**config.mk**
```make
export PLATFORM = sky130hd
export DESIGN_NAME = crsl_ctrl
export DESIGN_NICKNAME = d
export VERILOG_FILES = /design/src/sv/crsl_pkg.sv /design/src/sv/crsl_ctrl.sv
export SDC_FILE = /design/constraint.sdc
export NUM_CORES = 1
export LEC_CHECK = 0
export BUFFER_PORTS_ARGS = -buffer_cell sky130_fd_sc_hd__buf_2
export CAP_MARGIN = 20
export CORE_AREA = 3 3 40 42
export DETAILED_ROUTE_END_ITERATION = 16
export DIE_AREA = 0 0 43 45
export SYNTH_ARGS = -nofsm -noshare
export SYNTH_HDL_FRONTEND = slang
export SYNTH_SLANG_ARGS = --single-unit
```
**constraint.sdc**
```tcl
create_clock -name clk -period 1.4 [get_ports clk]
set_clock_uncertainty 0.15 [all_clocks]
set_input_delay 0.28 -clock clk [delete_from_list [all_inputs] [get_ports clk]]
set_output_delay 0.28 -clock clk [all_outputs]
set_load 0.005 [all_outputs]
```
**src/sv/crsl_pkg.sv**
```systemverilog
// shared types, codes and constants for the circular station ring
// used by the controller, the datapath, the top level and the checker
// depends on nothing
package crsl_pkg;

  localparam int ID_W           = 10;
  localparam int MAX_ID         = 1023;
  localparam int DEPTH          = MAX_ID + 1;
  localparam int MIN_FOR_REMOVE = 2;
  localparam int CMD_W          = 3;
  localparam int ST_W           = 3;

  localparam logic [CMD_W-1:0] CMD_APPEND     = 3'd0;
  localparam logic [CMD_W-1:0] CMD_INS_AFTER  = 3'd1;
  localparam logic [CMD_W-1:0] CMD_INS_BEFORE = 3'd2;
  localparam logic [CMD_W-1:0] CMD_REM_NEXT   = 3'd3;
  localparam logic [CMD_W-1:0] CMD_REM_PREV   = 3'd4;

  typedef enum logic [ST_W-1:0] {
    ST_OK           = 3'd0,
    ST_REF_INACTIVE = 3'd1,
    ST_NEW_ACTIVE   = 3'd2,
    ST_TOO_FEW      = 3'd3,
    ST_LOAD_CLOSED  = 3'd4,
    ST_ID_ZERO      = 3'd5
  } status_t;

  typedef enum logic [2:0] {
    S_CLEAR,
    S_IDLE,
    S_FETCH,
    S_DECIDE,
    S_LINK
  } state_t;

  typedef struct packed {
    logic [CMD_W-1:0] command;
    logic [ID_W-1:0]  station;
    logic [ID_W-1:0]  new_station;
  } in_t;

  typedef struct packed {
    logic [ST_W-1:0] status;
    logic [ID_W-1:0] affected_station;
    logic [ID_W-1:0] ring_size;
  } out_t;

  // controller to datapath
  typedef struct packed {
    logic clear;
    logic accept;
    logic fetch;
    logic decide;
    logic link;
  } ctrl_cmd_t;

  // datapath to controller
  typedef struct packed {
    logic clear_done;
    logic ok;
  } dp_stat_t;

  function automatic logic id_ok(input logic [ID_W-1:0] id);
    id_ok = (id != '0) && (int'(id) <= MAX_ID);
  endfunction

endpackage

```
**src/sv/crsl_ctrl.sv**
```systemverilog
// controller state machine for the circular station ring
// sequences clear, accept, fetch, decide and link steps of the datapath
// depends on crsl_pkg
module crsl_ctrl (
  input  logic                clk,
  input  logic                rst_n,
  input  logic                start,
  input  crsl_pkg::dp_stat_t  stat,
  output crsl_pkg::ctrl_cmd_t cmd,
  output logic                busy
);

  crsl_pkg::state_t state_r, state_nxt;

  always_ff @(posedge clk) begin
    if (!rst_n) begin
      state_r <= crsl_pkg::S_CLEAR;
    end else begin
      state_r <= state_nxt;
    end
  end

  always_comb begin
    state_nxt = state_r;
    cmd       = '0;
    busy      = 1'b1;
    unique case (state_r)
      crsl_pkg::S_CLEAR: begin
        cmd.clear = 1'b1;
        if (stat.clear_done) begin
          state_nxt = crsl_pkg::S_IDLE;
        end
      end
      crsl_pkg::S_IDLE: begin
        busy = 1'b0;
        if (start) begin
          cmd.accept = 1'b1;
          state_nxt  = crsl_pkg::S_FETCH;
        end
      end
      crsl_pkg::S_FETCH: begin
        cmd.fetch = 1'b1;
        state_nxt = crsl_pkg::S_DECIDE;
      end
      crsl_pkg::S_DECIDE: begin
        cmd.decide = 1'b1;
        state_nxt  = stat.ok ? crsl_pkg::S_LINK : crsl_pkg::S_IDLE;
      end
      crsl_pkg::S_LINK: begin
        cmd.link  = 1'b1;
        state_nxt = crsl_pkg::S_IDLE;
      end
      default: begin
        state_nxt = crsl_pkg::S_IDLE;
      end
    endcase
  end

endmodule

```
Word-level counts from Yosys, hierarchy flattened
Index checks and enable logic that the tools add are counted.
Storage, ports and cells
  flip-flop bits (word level): 3
  output and inout bits: 6
Cells by class
  equality and inequality tests: 6
  muxes and demuxes: 11
  reductions and logical operators: 2
Operators with widths (number)
  one-hot mux 3 bit (4 select lines): 1
  2-to-1 mux 3 bit: 3
  2-to-1 mux 1 bit: 7
  == test 3 x 2 -> 1 bit, second input constant: 2
  inequality test 2 bit, second input constant: 2
  == test 3 x 1 -> 1 bit, second input constant: 1
  == test 3 bit, second input constant: 1
  zero test 3 bit: 1
  AND reduction 2 bit: 1

Longest topological paths before layout
  depth in word-level cells: 3
  mapped depth: 3
  gate-level depth less buffers: 2

Worst setup path after synthesis
No wires, ideal clock.
  path type: reg-to-output
  from: reg state_r[1]
  to: out cmd[3] in the netlist's numbering
  data arrival time: 0.708 ns
  data required time: 0.970 ns
  slack: 0.262 ns
  stages on the path, launching flop included: 3
  path buffers: 0
  cell sequence: dfxtp_1 -> nor2_1 -> and3_2
RTL lines
  start, declared: line crsl_ctrl.sv:13  | crsl_pkg::state_t state_r, state_nxt;
  start signal, assigned: line crsl_ctrl.sv:17  | state_r <= crsl_pkg::S_CLEAR;
  start signal, assigned: line crsl_ctrl.sv:19  | state_r <= state_nxt;
  end, declared: line crsl_ctrl.sv:9  | output crsl_pkg::ctrl_cmd_t cmd,

==> impl_metrics.tcl <==
set metrics [dict create \
    outcome "complete, but fails checks" \
    violations "negative setup slack" \
    synth_common_cells "dfxtp_1, nand2b_1, nor3b_1" \
    cp-start-kind "flop" \
    r2r_slack_ns 0.29 \
    routed_wl_um 424 \
    ys_seq_elements 3 \
    cts_root_buffer "clkbuf_4" \
    core_sq_um 1280 \
    ys_warn_count 0 \
    clk_pin_slew_ns 0.04 \
    grtUsageTotal_pct 5.07 \
    cpPeakStageDelay_ns 0.36 \
    crit_chain "nor2_4 > and3_4 > buf_6" \
    power_density_nw_per_um2 952 \
    numCtsBuffers 3 \
    clock-sinks 3 \
    required_ns 0.97 \
    cts_buffer_depth 2 \
    n_antenna_cell 0 \
    dieArea_sq_um 1940 \
    cts_hold_buffers 0 \
    grt_pass1_wl_um 683 \
    ys.flop_type "dfxtp_1" \
    fin_crit_sh_pct 101 \
    holdCritPathClass "in2reg" \
    start_util_pct 14.6 \
    grt_pass1_vias 160 \
    slew_violations 0 \
    max_freq_mhz 708 \
    synth_cells 20 \
    antenna_found_initial 0 \
    ant_nets 0 \
    num_rows 13 \
    crit_type "reg2out" \
    vias 190 \
    timing.hold.worst.start "rst_n" \
    dp_cells 44 \
    hold_viol_final 0 \
    portBuffers 10 \
    critPathMaxFanout 8 \
    layout-drive-gt1-share_pct 67.6 \
    instances_no_fill 49 \
    num-nets-final 40 \
    final_util_pct 24.8 \
    largest_reg_flops 3 \
    whs_endpoint "state_r[2]$_SDFFE_PN0P_" \
    fin_crit_ns 1.41 \
    endpoint_kind "output port" \
    finalWorstSetupSlack_ns -0.0129 \
    synthArstFlopShare_pct 0 \
    die_y_um 45 \
    p_leak_nw 0.142 \
    die_w_um 43 \
    vias_per_cell 3.88 \
    io-pin-count 11 \
    top_regs "state_r: 3 flops" \
    finalSetupViolCount 1 \
    drtIter0Drc 0 \
    synth_enable_flop_cells 0 \
    path_buf_inv 1 \
    r2r_cells 2 \
    synth_area_leader_cell "dfxtp_1" \
    netlist_area_sq_um 188 \
    cts_tree "done" \
    cpMaxStageDelayCell "dfxtp_4" \
    dr.pass1.iters 1 \
    htreeDepth 1 \
    synth_area_leaders "dfxtp_1, a311oi_2, nor3b_1, nand2b_1, buf_6" \
    cp.arrival_ns 0.98 \
    gp_congestion 0.670 \
    avgSynthCellArea_sq_um 9.38 \
    synth_cell_type_count 16 \
    slew_headroom_pct 87.5 \
    dp_slack_ns 0.104 \
    synth_top_area_share_pct 32.0 \
    synth-seq-area-share_pct 32.0 \
    synthMostInstantiatedCell "dfxtp_1" \
    multiInputGateArea_sq_um 129 \
    syn_nets 25 \
    max-vdd-ir-drop_mv 0.281 \
    r2r-start "state_r[0]$_SDFFE_PN0P_" \
    syn2layout_area_growth_pct 70.0 \
    regMostFlops "state_r" \
    maxCapViolCount 0 \
    wl_per_cell_um 8.65 \
    fillers 144 \
    worstReg2RegEnd "state_r[0]$_SDFFE_PN0P_" \
    rsz0062_at_grt "yes" \
    grt-ovfl-total 0 \
    grt_max_degree 12 \
    path_delay_family "flip-flops" \
    drcViolationCount 0 \
    register_area_sq_um 71.3 \
    worst_pin_slew_ns 0.187 \
    hold_depth 2 \
    clkLatencyLatePin_ns 0.23 \
]
## cell type report
class | count | area share [%]
timing repair buffer | 11 | 22.0
sequential | 3 | 22.4
clock buffer | 4 | 8.24
inverter | 1 | 1.18
tap | 15 | 5.88
multi-input combinational | 15 | 40.4
## logic make-up after synthesis
kind of cell	share of synthesized area, %
and+or+nand+nor	48.0
buffers and inverters	8.00
DFF	32.0
AOI/OAI and AO/OA	12.0
## where the power goes
part	internal [mW]	total [mW]	switching (mW)
Clock	0.107	0.150	0.0430
Sequential	0.0895	0.102	0.0124
Combinational	0.0342	0.0520	0.0178
Total	0.230	0.304	0.0732
## worst reg2reg max path: stages, from the launching register on
cell,delay (ns)
dfxtp_4,0.39
or2b_1,0.25
a311oi_2,0.23
## per-stage QoR
step	total power, mW	hold slack, ns	cell area [sq um]	setup TNS (ns)
5_1_grt	0.327	0.132	319	-0.110
6_report	0.304	0.132	319	-0.0129
2_1_floorplan	0.131	0.266	188	0
4_1_cts	0.311	0.123	305	-0.0256
3_5_place_dp	0.146	0.367	245	0
3_3_place_gp	0.145	0.367	245	0
## repair_timing
action / in CTS / in global routing
gates resized for setup: 9 / 3
setup endpoints to repair: 5 / 4
gates cloned: 0 / 0
buffers inserted: 1 / 0
pin swaps: 2 / 1
## how the worst max path moves through the flow
stage / from / end / slack (ns) / depth (start not counted)
2_1_floorplan: state_r[1]$_SDFFE_PN0P_ / cmd[3] / 0.26 / 2
3_3_place_gp: state_r[1]$_SDFFE_PN0P_ / cmd[3] / 0.11 / 3
3_5_place_dp: state_r[1]$_SDFFE_PN0P_ / cmd[3] / 0.10 / 3
4_1_cts: state_r[2]$_SDFFE_PN0P_ / cmd[3] / -0.02 / 3
5_1_grt: state_r[1]$_SDFFE_PN0P_ / cmd[3] / -0.06 / 3
6_report: state_r[1]$_SDFFE_PN0P_ / cmd[3] / -0.01 / 3
## layer usage
metal  routed length (um)  track usage, %
met2                  185            6.59
met3                   43            1.59
met4                    0            5.42
met5                    0               0
met1                  195            6.24
## layout by cell type, fill, tap and decap left out, drive strengths merged
master / Yosys / layout
nor2: 1 / 1
buf: 1 / 11
nor3: 1 / 1
dfxtp: 3 / 3
a311oi: 1 / 1
or2b: 1 / 1
a211oi: 1 / 1
nand2: 1 / 1
clkbuf: 0 / 4
inv: 1 / 1
and2: 1 / 1
and3: 1 / 1
nand2b: 2 / 2
and4b: 1 / 1
nand3b: 1 / 1
nor3b: 2 / 2
and3b: 1 / 1
Power figures use the tool's default switching activity.
